### src/hw/rtl/rdt_pkg.sv
`timescale 1ns / 1ps
`default_nettype none
// ----------------------------------------------------------------------------
// Reply dedup table package
// Payload types, operation codes and controller/datapath command structs.
// ----------------------------------------------------------------------------
package rdt_pkg;

  typedef enum logic [1:0] {
    MODE_LOOKUP = 2'd0,
    MODE_ADD    = 2'd1,
    MODE_EXPIRE = 2'd2,
    MODE_CLIENT = 2'd3
  } mode_e;

  typedef struct packed {
    mode_e       mode;
    logic [63:0] req_key;
    logic [31:0] reply_handle;
    logic [15:0] client_id;
    logic [31:0] now_time;
    logic [31:0] min_age;
  } in_t;

  typedef struct packed {
    logic        hit;
    logic [31:0] found_handle;
    logic        table_full;
    logic [6:0]  removed_count;
    logic        table_empty;
  } out_t;

  // One table entry as it is kept in the RAM.
  typedef struct packed {
    logic        valid;
    logic [63:0] key;
    logic [31:0] handle;
    logic [31:0] stamp;
  } entry_t;

  localparam int unsigned EntryWidth = $bits(entry_t);
  localparam logic [6:0]  RemovedMax = 7'd127;

  typedef struct packed {
    logic scan_start;   // capture the item and rewind the address counter
    logic scan_step;    // read one entry and advance
    logic clear_write;  // clear one entry during the reset sweep and advance
    logic commit;       // write back the add, if any
    logic load_out;     // move the result into the output register
  } ctrl_cmd_t;

  typedef struct packed {
    logic addr_last;
    logic out_free;
  } ctrl_status_t;

endpackage

`default_nettype wire

### src/hw/rtl/rdt_ctrl.sv
`timescale 1ns / 1ps
`default_nettype none
// ----------------------------------------------------------------------------
// Reply dedup table controller
// Sequences the reset sweep, the table scan, the write back and the result.
// ----------------------------------------------------------------------------
module rdt_ctrl (
  input  wire logic                  clk_i,
  input  wire logic                  rst_ni,
  input  wire logic                  in_valid_i,
  output      logic                  in_ready_o,
  input  wire rdt_pkg::ctrl_status_t status_i,
  output      rdt_pkg::ctrl_cmd_t    cmd_o
);
  import rdt_pkg::*;

  typedef enum logic [5:0] {
    ST_CLEAR  = 6'b000001,
    ST_IDLE   = 6'b000010,
    ST_SCAN   = 6'b000100,
    ST_DRAIN  = 6'b001000,
    ST_COMMIT = 6'b010000,
    ST_RESP   = 6'b100000
  } state_e;

  state_e state_q, state_d;

  always_comb begin
    state_d = state_q;
    cmd_o   = '0;
    unique case (state_q)
      ST_CLEAR: begin
        cmd_o.clear_write = 1'b1;
        if (status_i.addr_last) begin
          state_d = ST_IDLE;
        end
      end
      ST_IDLE: begin
        if (in_valid_i) begin
          cmd_o.scan_start = 1'b1;
          state_d          = ST_SCAN;
        end
      end
      ST_SCAN: begin
        cmd_o.scan_step = 1'b1;
        if (status_i.addr_last) begin
          state_d = ST_DRAIN;
        end
      end
      // The last entry read is evaluated here.
      ST_DRAIN: begin
        state_d = ST_COMMIT;
      end
      ST_COMMIT: begin
        cmd_o.commit = 1'b1;
        state_d      = ST_RESP;
      end
      ST_RESP: begin
        if (status_i.out_free) begin
          cmd_o.load_out = 1'b1;
          state_d        = ST_IDLE;
        end
      end
      default: begin
        state_d = ST_CLEAR;
      end
    endcase
  end

  always_ff @(posedge clk_i or negedge rst_ni) begin
    if (!rst_ni) begin
      state_q <= ST_CLEAR;
    end else begin
      state_q <= state_d;
    end
  end

  assign in_ready_o = (state_q == ST_IDLE);

endmodule

`default_nettype wire

### config.mk
export PLATFORM = sky130hd
export DESIGN_NAME = rdt_ctrl
export DESIGN_NICKNAME = d
export VERILOG_FILES = /design/src/hw/rtl/rdt_pkg.sv /design/src/hw/rtl/rdt_ctrl.sv
export SDC_FILE = /design/constraint.sdc
export NUM_CORES = 1
export LEC_CHECK = 0
export ABC_CLOCK_PERIOD_IN_PS = 2600
export BUFFER_PORTS_ARGS = -buffer_cell sky130_fd_sc_hd__buf_2
export CAP_MARGIN = 20
export CORE_AREA = 2 2 39 41
export CTS_BUF_LIST = sky130_fd_sc_hd__clkbuf_16
export DETAILED_ROUTE_END_ITERATION = 8
export DIE_AREA = 0 0 41 43
export RECOVER_POWER = 50
export SYNTH_ARGS = -nofsm -noshare
export SYNTH_HDL_FRONTEND = slang
export SYNTH_SLANG_ARGS = --single-unit
### constraint.sdc
create_clock -name clk_i -period 2.6 [get_ports clk_i]
set_input_delay 0.52 -clock clk_i [delete_from_list [all_inputs] [get_ports clk_i]]
set_output_delay 0.52 -clock clk_i [all_outputs]
set_load 0.02 [all_outputs]
==> results.txt, run 1 <==
In the finished design, the share of the clock period the worst path needs comes to 0.808. The worst setup path category is reg -> out. The cell at the root of the clock tree is sky130_fd_sc_hd__clkbuf_16. Setup violations remaining at the end of the flow were counted as 0. The internal cell power is 428 µW. The largest net degree at the start of global routing is 12. Hold timing on the final database bottoms out at a slack of 159 ps. The share of power burned in combinational logic is 0.340.

The maximum frequency from static timing analysis came out at 476 MHz. The number of diodes is 0. The total overflow left after global routing is 0. The path class of the lowest-slack min-delay path is in -> async. The setup slack of the most critical reg-to-reg path is 1160 ps.

The type of element capturing the critical path is an output port. The register with the most flip-flops in the final layout is state_q. Clock-pin slew was measured on the worst setup and hold paths at 40 ps. The arrival time at the worst endpoint came out at 1580 ps. The floorplan step defined a die boundary enclosing 1760 µm². The number of max-slew violations in the final report is 0. The largest registers in the layout are state_q x6. The number of gates given a new drive strength after cts came out at 0. The number of core rows is 14. The synthesized netlist contains 28 unique library cells.

The number of antenna violations at the first check in global routing is 0. The total global routing track utilization is 0.136. The number of cells on the worst reg-to-reg path is 4. For the pin with the worst max-slew slack, the measured transition is 364 ps. The chip width came out at 41 µm. The initial utilization of the core area, before any placement, comes to 0.315.

From synthesis to final layout, the design area changed by 25.0%. Buffers added to address setup during post-CTS repair amount to 0. Detailed placement finished with a half-perimeter wire length of 671 µm. The number of nets with antenna violations after detailed routing came out at 0. The clock latency reported for the late side of the worst-skew pair came out at 230 ps. Once placement completed, the tool counted placed cells totaling 66. The die is 43 µm tall. The flip-flop count of the largest register, all copies and words added came out at 6. The accumulated negative setup slack came out at 0 ps.

The flow ran to the end, and the final reports show no timing, DRC or antenna violations. Setup repair after global routing left no endpoint under its margin. The fraction of final layout cells with drive strength greater than 1 is 0.315. The largest fanout of any net on the critical path is 7.

The detailed router finished its first iteration with 6 violations. In the final routed layout, each cell accounts on average for 12.6 µm. The post-synthesis cell type with the largest combined area is sky130_fd_sc_hd__dfrtp_1.

The via count of the first global-routing pass is 369. The maximum resistive drop on vdd is 629 µV. The number of H-tree levels came out at 1. The reg-to-reg endpoint is state_q[1]$_DFFE_PN0P_. The share of total power dissipated in sequential elements is 0.281. The switching power as a share of total power came out at 0.348. The post-synthesis area per instance is 10.1 µm². The portion of synthesized cell area occupied by the leading cell type is 0.287. The total number of clock tree sinks is 6.

The fraction of power consumed by the clock network is 0.380. The leakage power total came out at 0.258 nW. 11 I/O pins were placed. The area of the mapped netlist came out at 435 µm². The worst setup path is launched from a register. Port buffering added 10 buffers. The worst clock skew came out at between 3 and 4 ps.

The most used flip-flop cell after synthesis is sky130_fd_sc_hd__dfrtp_1. The floorplan core area came out at 1380 µm². The final layout contains 60 nets.

The normalized max-slew margin is 0.757. The count of TritonRoute iterations in the first routing pass is 2. The total of max-cap violations came out at 0.

Clock tree synthesis inserted a total of 3 buffers. The final non-filler cell total is 70. The cell count after synthesis is 43. The final number of hold-violating endpoints is 0.

The switching power came out at 228 µW. The count of flip-flops with a built-in enable after synthesis is 0. The maximum clock insertion buffer count is 2.

The first global-routing pass estimated approximately 1.6 mm of wire. After synthesis, the cell types taking the most area are sky130_fd_sc_hd__dfrtp_1 (29%), sky130_fd_sc_hd__dfstp_2 (6.0%), sky130_fd_sc_hd__nor4b_4 (5.5%). The post-detailed-route DRC marker count is 0. The count of hold buffers inserted by post-cts repair came out at 0.

The number of warning messages in the yosys log came out at 0. Wires add up to 879 µm. The startpoint identified for the worst register-to-register timing path is state_q[4]$_DFFE_PN0P_. The flip-flop and latch count after synthesis came out at 6. The proportion of synthesized chip area in sequential cells came out at 0.348.

The post-synth net total is 48. The via count of the routed design is 374. The routability congestion estimate came out at 0.787.

Dividing total power by cell area gives a power density of 1200 nW/µm². The proportion of register bits with asynchronous set or reset after synthesis is 1.00. TritonCTS built the clock tree.

The clock period could shrink to between 2000 and 2500 ps. The worst path required time came out at 2080 ps. The via-per-instance ratio came out at 5.34.
==> placed cells by master, fill, tap and decap left out, types with 2 or more instances in the layout <==
| master | n |
|---|---|
| sky130_fd_sc_hd__nor4_1 | 2 |
| sky130_fd_sc_hd__nor2_1 | 3 |
| sky130_fd_sc_hd__nand3b_1 | 2 |
| sky130_fd_sc_hd__xnor2_1 | 2 |
| sky130_fd_sc_hd__clkbuf_16 | 3 |
| sky130_fd_sc_hd__buf_2 | 9 |
| sky130_fd_sc_hd__dfrtp_1 | 5 |
| sky130_fd_sc_hd__inv_1 | 4 |
| sky130_fd_sc_hd__nand2_1 | 2 |
| sky130_fd_sc_hd__nor3_1 | 4 |
==> synthesized netlist by cell type (2+ instances only) <==
master                     n
sky130_fd_sc_hd__inv_1     3
sky130_fd_sc_hd__nor3_1    4
sky130_fd_sc_hd__xnor2_1   2
sky130_fd_sc_hd__nor4_1    2
sky130_fd_sc_hd__nor2_1    3
sky130_fd_sc_hd__nand3b_1  2
sky130_fd_sc_hd__nand2_1   2
sky130_fd_sc_hd__dfrtp_1   5
==> cell type report <==
class                           instances  area (µm²)
Multi-Input combinational cell         31         234
Tap cell                               16        20.0
Timing Repair Buffer                   10        48.8
Inverter                                3        11.3
Clock buffer                            3        75.1
Clock inverter                          1        3.75
Sequential cell                         6         151
Fill cell                             150         840
==> power groups by stage <==
stage          Clock (mW)  Sequential (mW)  Combinational, mW
5_1_grt             0.261            0.191              0.249
4_1_cts             0.253            0.185              0.227
2_1_floorplan           0            0.140              0.247
3_3_place_gp            0            0.186              0.226
6_report            0.249            0.184              0.223
3_5_place_dp            0            0.186              0.225
==> critical path, cell delays in order (launching register included) <==
cell                       delay [ps]
sky130_fd_sc_hd__dfrtp_1          460
sky130_fd_sc_hd__nor2_1           210
sky130_fd_sc_hd__nand4b_1         230
sky130_fd_sc_hd__inv_1            120
sky130_fd_sc_hd__and2_0           170
sky130_fd_sc_hd__buf_2            180
==> per-stage QoR <==
| stage | power [mW] | cell area [µm²] | utilization | worst slack (ps) |
|---|---|---|---|---|
| global route | 0.701 | 544 | 0.393 | 310 |
| finish | 0.655 | 544 | 0.393 | 498 |
| floorplan | 0.388 | 435 | - | 729 |
| global placement | 0.412 | 473 | 0.342 | 772 |
| detailed placement | 0.412 | 473 | 0.342 | 770 |
| CTS | 0.665 | 552 | 0.399 | 515 |
==> cells by family (layout without fill, tap and decap cells) <==
group,after synthesis,after routing,synth area share
simple gates,22,22,0.336
compound gates,6,6,0.155
flops,6,6,0.348
buf+inv,6,17,0.101
xor+xnor,3,3,0.0604
==> how the worst max path moves through the flow <==
stage | to | cells after the start | startpoint
final | cmd_o[4] | 5 | state_q[4]$_DFFE_PN0P_
after global routing | cmd_o[4] | 5 | state_q[4]$_DFFE_PN0P_
after CTS | cmd_o[4] | 5 | state_q[4]$_DFFE_PN0P_
after detailed placement | cmd_o[4] | 5 | state_q[4]$_DFFE_PN0P_
after global placement | cmd_o[4] | 5 | state_q[3]$_DFFE_PN0P_
after floorplan | cmd_o[1] | 2 | state_q[3]$_DFFE_PN0P_
==> routing by layer <==
metal	vias to the layer above	GRT usage	part of all wire
met3	2	0.0314	0.043
met5	-	0	0
met1	181	0.195	0.47
met4	0	0.0733	0.0091
met2	9	0.181	0.48
li1	182	-	-
(Power assumes the default switching activity.)
==> run 2: changes to the inputs <==
--- a/config.mk
+++ b/config.mk
@@ -5,7 +5,7 @@
 export SDC_FILE = /design/constraint.sdc
 export NUM_CORES = 1
 export LEC_CHECK = 0
-export ABC_CLOCK_PERIOD_IN_PS = 2600
+export ABC_CLOCK_PERIOD_IN_PS = 1900
 export BUFFER_PORTS_ARGS = -buffer_cell sky130_fd_sc_hd__buf_2
 export CAP_MARGIN = 20
 export CORE_AREA = 2 2 39 41
==> constraint.sdc (replaced) <==
create_clock -name clk_i -period 1.9 [get_ports clk_i]
set_input_delay 0.38 -clock clk_i [delete_from_list [all_inputs] [get_ports clk_i]]
set_output_delay 0.38 -clock clk_i [all_outputs]
set_load 0.02 [all_outputs]
==> results.txt, run 2 (same netlist as run 1, synthesis figures left out) <==
Status: completed (unchanged). The number of H-tree levels came out at 1 (unchanged). The top cell family by delay on the critical path is simple AND/OR/NAND/NOR gates (unchanged). Registers with the most flip-flops: state_q x6 (unchanged). The final non-filler cell total came out at 77 (was 70).

The sum of overflow across all layers after global routing came out at 0 (unchanged). The TritonCTS clock tree is built (unchanged). The path class of the lowest-slack min-delay path is in -> reg (was in -> async). The floorplan core area came out at 1380 µm² (unchanged). The maximum clock insertion buffer count was 2 (unchanged).

The number of diodes came to 0 (unchanged). The die footprint came out at 1760 µm² (unchanged). The number of placed I/O pins came out at 11 (unchanged). The master of the slowest instance on the critical path is sky130_fd_sc_hd__dfrtp_1 (unchanged). The number of buffers created by CTS came to 3 (unchanged). The largest net degree at the start of global routing came to 11 (was 12). The total of max-cap violations came out at 0 (unchanged).

The post-layout utilization of the core came out at 0.450 (was 0.393). The sort of element at the start of the critical path is a register (unchanged). The maximum resistive drop on vdd is 884 µV (was 629 µV). The clock latency reported for the late side of the worst-skew pair is 230 ps (about the same). The routability congestion estimate is 0.793 (was 0.787).

The switching power as a share of total power is 0.347 (was 0.348). The first-pass GRT wire length is 1.74 mm (was 1.62 mm). The post-detailed-route DRC marker count is 0 (unchanged). The accumulated negative setup slack came out at 0 ps (unchanged). The placed cell count is 68 (was 66). Sequence of cells on the critical path: or2_1, nor4_1, buf_2 (was nor2_1, nand4b_1, inv_1, and2_0, buf_2). The fraction of power consumed by the clock network was 0.347 (was 0.380).

The worst setup path category is reg -> out (unchanged). The number of port buffers was 10 (unchanged). The final number of hold-violating endpoints was 0 (unchanged). The number of max-slew violations in the final report is 0 (unchanged). The average routed wire per standard cell came to 13.1 µm (was 12.6 µm). The number of DRC violations after detailed-routing iteration 0 is 5 (was 6). The final layout net count is 67 (was 60). The flip-flop count of the largest register, all copies and words added came to 6 (unchanged). Static timing analysis puts the maximum clock frequency at 559 MHz. The power density normalized to cell area came to 1600 nW/µm² (was 1200 nW/µm²). The total global routing track utilization was 0.150 (was 0.136). The leakage power total came to 0.291 nW (was 0.258 nW).

The number of antenna violations at the first check in global routing is 0 (unchanged). The share of power burned in combinational logic came out at 0.429 (was 0.340). The maximum single-stage delay on the critical path is 400 ps (was 460 ps). The largest fanout of any net on the critical path came out at 5 (was 7). Top library cells by usage in the layout, fill and taps aside: sky130_fd_sc_hd__buf_2 (9), sky130_fd_sc_hd__buf_4 (6), sky130_fd_sc_hd__inv_1 (4), sky130_fd_sc_hd__nor3_1 (4) (was sky130_fd_sc_hd__buf_2 (9), sky130_fd_sc_hd__dfrtp_1 (5), sky130_fd_sc_hd__inv_1 (4), sky130_fd_sc_hd__nor3_1 (4)). The via count of the routed design came out at 398 (was 374). The slew of the pin with the lowest slew margin is 306 ps (was 364 ps). The overall die height came to 43 µm (unchanged). The via count of the first global-routing pass came out at 389 (was 369). The cell at the root of the clock tree is sky130_fd_sc_hd__clkbuf_16 (unchanged). The logic depth of the worst register-to-register path came out at 6 (was 4). The sequential share of power is 0.224 (was 0.281). The arrival time at the worst endpoint is 1410 ps (was 1580 ps). The normalized max-slew margin came out at 0.796 (was 0.757). The register containing the most flip-flops in the final layout was state_q (unchanged).

The number of buffer and inverter stages on the critical path is 1 (was 2). The starting density of the core came to 0.315 (unchanged). The number of nets with antenna violations after detailed routing came out at 0 (unchanged).

The switching power is 347 µW (was 228 µW). The count of TritonRoute iterations in the first routing pass was 4 (was 2). The type of element capturing the critical path was an output port (unchanged). The final total power is 999 µW (was 655 µW). Unrepaired setup endpoints after global routing: no (unchanged).

The logic depth of the worst path, buffers included is 3 (was 5). The internal cell power came out at 652 µW (was 428 µW). The final critical delay including setup and external delays is 1790 ps.

The chip width came out at 41 µm (unchanged). The worst clock skew is 6.22 ps (was 3.12 ps). The slack of the critical path came out at 110 ps (was 498 ps).

The fraction of final layout cells with drive strength greater than 1 came out at 0.475 (was 0.315). The half-perimeter wire length after placement came out at 720 µm (was 671 µm). The total number of clock tree sinks came out at 6 (unchanged). The worst path required time came out at 1520 ps (was 2080 ps). The final period utilization came out at 0.942. The via-per-instance ratio is 5.17 (was 5.34). The placement-stage worst setup slack came out at 228 ps (was 770 ps).

The post-detailed-routing wire length is 1.01 mm (was 879 µm). The commonest non-fill, non-tap cell in the layout is sky130_fd_sc_hd__buf_2 (unchanged). The worst hold path passes through 2 cells. The post-synthesis to final-layout area growth is 43.1% (was 25.0%). The final setup violation count is 0 (unchanged). The number of core rows is 14 (unchanged). The clock transition at the register clock pins on the worst setup and hold paths after CTS was 30 ps (was 40 ps).
-- run 2: final cells by class --
cell class	instances	area [µm²]
repair buffers	17	104
fillers	140	761
inverters	3	11.3
clock buffers	3	75.1
flip-flops and latches	6	155
multi-input cells	31	254
clock inverters	1	3.75
well taps	16	20.0
-- run 2: metal layers --
metal | wire [µm] | share of wire | GRT usage
met2 | 548 | 0.54 | 0.231
met5 | 0 | 0 | 0
met3 | 43 | 0.042 | 0.0471
met1 | 411 | 0.41 | 0.178
met4 | 8 | 0.0079 | 0.0733
-- run 2: stage by stage --
| step | instance area [µm²] | hold WS [ps] |
|---|---|---|
| 2_1_floorplan | 435 | 84.4 |
| 3_3_place_gp | 488 | 207 |
| 3_5_place_dp | 488 | 208 |
| 4_1_cts | 602 | 376 |
| 5_1_grt | 623 | 401 |
| 6_report | 623 | 368 |
-- run 2: what timing repair did --
action | in CTS | in global routing
gates cloned | 0 | 0
hold buffers | 1 | 0
resized for setup | 1 | 5
endpoints found under the setup margin | 1 | 2
endpoints found under the hold margin | 5 | 0
setup buffers | 3 | 1
-- run 2: final timing paths --
path / end / start / slack, ps
max: cmd_o[1] / state_q[3]$_DFFE_PN0P_ / 110
min: state_q[2]$_DFFE_PN0P_ / status_i[1] / 370
max reg2reg: state_q[0]$_DFFE_PN1P_ / state_q[0]$_DFFE_PN1P_ / 370
min reg2reg: state_q[4]$_DFFE_PN0P_ / state_q[3]$_DFFE_PN0P_ / 610
max in group asynchronous: state_q[0]$_DFFE_PN1P_ / rst_ni / 1070
min in group asynchronous: state_q[4]$_DFFE_PN0P_ / rst_ni / 550
-- run 2: power groups by stage --
| stage | Combinational (mW) | Clock (mW) | Sequential, mW |
|---|---|---|---|
| floorplan | 0.338 | 0 | 0.192 |
| global placement | 0.319 | 0 | 0.254 |
| detailed placement | 0.326 | 0 | 0.257 |
| CTS | 0.416 | 0.352 | 0.218 |
| global route | 0.475 | 0.364 | 0.228 |
| finish | 0.429 | 0.346 | 0.224 |
==> run 3: changes to the inputs <==
--- a/config.mk
+++ b/config.mk
@@ -8,10 +8,10 @@
 export ABC_CLOCK_PERIOD_IN_PS = 1900
 export BUFFER_PORTS_ARGS = -buffer_cell sky130_fd_sc_hd__buf_2
 export CAP_MARGIN = 20
-export CORE_AREA = 2 2 39 41
+export CORE_AREA = 5 5 42 44
 export CTS_BUF_LIST = sky130_fd_sc_hd__clkbuf_16
 export DETAILED_ROUTE_END_ITERATION = 8
-export DIE_AREA = 0 0 41 43
+export DIE_AREA = 0 0 47 49
 export RECOVER_POWER = 50
 export SYNTH_ARGS = -nofsm -noshare
 export SYNTH_HDL_FRONTEND = slang
==> results.txt, run 3 (same netlist as run 1, synthesis figures left out) <==
Status: completed (unchanged). The register containing the most flip-flops in the final layout was state_q (unchanged). The number of nets with antenna violations after detailed routing is 0 (unchanged). The total number of clock tree sinks is 6 (unchanged).

The sequential share of power came to 0.238 (was 0.224). The fraction of power consumed by the clock network came out at 0.354 (was 0.347). The total global routing track utilization is 0.0956 (was 0.150). The number of H-tree levels came out at 1 (unchanged).

The post-layout utilization of the core is 0.430 (was 0.450). The worst clock skew is 0.742 ps (was 6.22 ps). The maximum clock insertion buffer count is 2 (unchanged). The fraction of final layout cells with drive strength greater than 1 came out at 0.458 (was 0.475). The count of TritonRoute iterations in the first routing pass came to 2 (was 4). The number of diodes came out at 0 (unchanged). The number of placed I/O pins is 11 (unchanged). The largest fanout of any net on the critical path was 7 (was 5).

The routability congestion estimate came out at 0.776 (was 0.793). The final number of hold-violating endpoints is 0 (unchanged). The die footprint is 2300 µm² (was 1760 µm²). The normalized max-slew margin came out at 0.793 (was 0.796). The starting density of the core came out at 0.311 (was 0.315). The via-per-instance ratio came to 5.03 (was 5.17). The worst setup path category was reg -> out (unchanged). The post-synthesis to final-layout area growth came to 38.5% (was 43.1%).

The clock transition at the register clock pins on the worst setup and hold paths after CTS came to 30 ps (about the same). The setup slack of the most critical reg-to-reg path is 460 ps (was 370 ps). The number of antenna violations at the first check in global routing came out at 0 (unchanged). The internal cell power came out at 629 µW (was 652 µW). The area of combinational cells with multiple inputs came out at 249 µm² (was 254 µm²). The largest net degree at the start of global routing is 12 (was 11).

The post-detailed-route DRC marker count came out at 0 (unchanged). The half-perimeter wire length after placement came out at 704 µm (was 720 µm). The final total power came out at 958 µW (was 999 µW). The chip width is 47 µm (was 41 µm). The sort of element at the start of the critical path was a register (unchanged). The number of port buffers was 10 (unchanged). The path class of the lowest-slack min-delay path was in -> reg (unchanged). The final critical delay including setup and external delays came out at 1800 ps (was 1790 ps). The TritonCTS clock tree is built (unchanged). The flip-flop count of the largest register, all copies and words added is 6 (unchanged). The number of core rows is 14 (unchanged). The arrival time at the worst endpoint is 1420 ps (was 1410 ps). The leakage power total is 0.280 nW (was 0.291 nW). The average routed wire per standard cell is 12.4 µm (was 13.1 µm). The switching power as a share of total power is 0.343 (was 0.347).

The via count of the first global-routing pass came to 351 (was 389). The number of buffers created by CTS is 3 (unchanged). The post-detailed-routing wire length was 928 µm (was 1.01 mm).

The sequential cell area in the final layout is 155 µm² (unchanged). The filler cell count came out at 153 (was 140). The final period utilization is 0.945 (was 0.942).

The number of max-slew violations in the final report is 0 (unchanged). The floorplan core area came to 1400 µm² (was 1380 µm²). Unrepaired setup endpoints after global routing: no (unchanged). Top library cells by usage in the layout, fill and taps aside: sky130_fd_sc_hd__buf_2 (9), sky130_fd_sc_hd__inv_1 (4), sky130_fd_sc_hd__nor3_1 (4), sky130_fd_sc_hd__buf_4 (4) (was sky130_fd_sc_hd__buf_2 (9), sky130_fd_sc_hd__buf_4 (6), sky130_fd_sc_hd__inv_1 (4), sky130_fd_sc_hd__nor3_1 (4)).

The first-pass GRT wire length came to 1.54 mm (was 1.74 mm). The type of element capturing the critical path is an output port (unchanged). The slew of the pin with the lowest slew margin came to 311 ps (was 306 ps). The power density normalized to cell area came out at 1590 nW/µm² (was 1600 nW/µm²). The via count of the routed design came out at 377 (was 398). Registers with the most flip-flops: state_q x6 (unchanged). The total of max-cap violations came out at 0 (unchanged). The final setup violation count was 0 (unchanged). The commonest non-fill, non-tap cell in the layout was sky130_fd_sc_hd__buf_2 (unchanged). The cell at the root of the clock tree is sky130_fd_sc_hd__clkbuf_16 (unchanged). The switching power is 329 µW (was 347 µW).

The worst path required time is 1520 ps (about the same). The number of DRC violations after detailed-routing iteration 0 was 1 (was 5). The maximum resistive drop on vdd came out at 942 µV (was 884 µV).

The share of power burned in combinational logic came out at 0.408 (was 0.429). The maximum frequency from static timing analysis is 557 MHz (was 559 MHz). The accumulated negative setup slack was 0 ps (unchanged). The clock latency reported for the late side of the worst-skew pair came to 220 ps (was 230 ps). The final layout net count came out at 65 (was 67).

The sum of overflow across all layers after global routing came out at 0 (unchanged). The overall die height came to 49 µm (was 43 µm).
## run 3: what timing repair did
action	4_1_cts	5_1_grt
hold buffers	1	0
gates resized for setup	0	5
setup buffers	0	2
setup endpoints to repair	0	2
hold endpoints to repair	5	0
## run 3: routing by layer
layer  part of all wire  wire (µm)  vias to the layer above  global-route usage
met4              0.011         10                        0              0.0415
met1               0.46        423                      180               0.119
met3              0.054         50                        2              0.0554
met5                  0          0                        -                   0
met2               0.48        443                        7               0.131
li1                   -          -                      188                   -
## run 3: layout make-up
type / instances / area share
clock buffer: 3 / 0.124
clock inverter: 1 / 0.00622
inverter: 3 / 0.0187
multi-input combinational: 31 / 0.413
sequential: 6 / 0.257
tap: 16 / 0.0332
timing repair buffer: 15 / 0.147
## run 3: power by group through the flow
stage | combinational, mW | sequential (mW) | clock, mW
floorplan | 0.338 | 0.192 | 0
global placement | 0.321 | 0.255 | 0
detailed placement | 0.323 | 0.257 | 0
CTS | 0.326 | 0.256 | 0.346
global route | 0.431 | 0.235 | 0.354
finish | 0.391 | 0.228 | 0.339
## run 3: critical path, cell delays in order (launching register included)
cell                       delay [ps]
sky130_fd_sc_hd__dfrtp_2          440
sky130_fd_sc_hd__nor2_2           160
sky130_fd_sc_hd__nand4b_1         190
sky130_fd_sc_hd__inv_1            110
sky130_fd_sc_hd__and2_1           130
sky130_fd_sc_hd__buf_2            160
## run 3: per-stage QoR
step | hold WS (ps) | instances | setup WS [ps] | cell area (µm²)
global route | 386 | 75 | 1.22 | 603
finish | 358 | 75 | 104 | 603
detailed placement | 209 | 68 | 257 | 488
floorplan | 84.4 | 43 | 169 | 435
global placement | 206 | 68 | 251 | 488
CTS | 365 | 73 | 10.4 | 577
## run 3: final timing paths
path / start / end / cells past startpoint
max in group asynchronous: rst_ni / state_q[0]$_DFFE_PN1P_ / 2
min reg2reg: state_q[0]$_DFFE_PN1P_ / state_q[0]$_DFFE_PN1P_ / 1
min in group asynchronous: rst_ni / state_q[3]$_DFFE_PN0P_ / 2
max reg2reg: state_q[3]$_DFFE_PN0P_ / state_q[1]$_DFFE_PN0P_ / 3
max: state_q[5]$_DFFE_PN0P_ / cmd_o[4] / 5
min: status_i[1] / state_q[2]$_DFFE_PN0P_ / 2
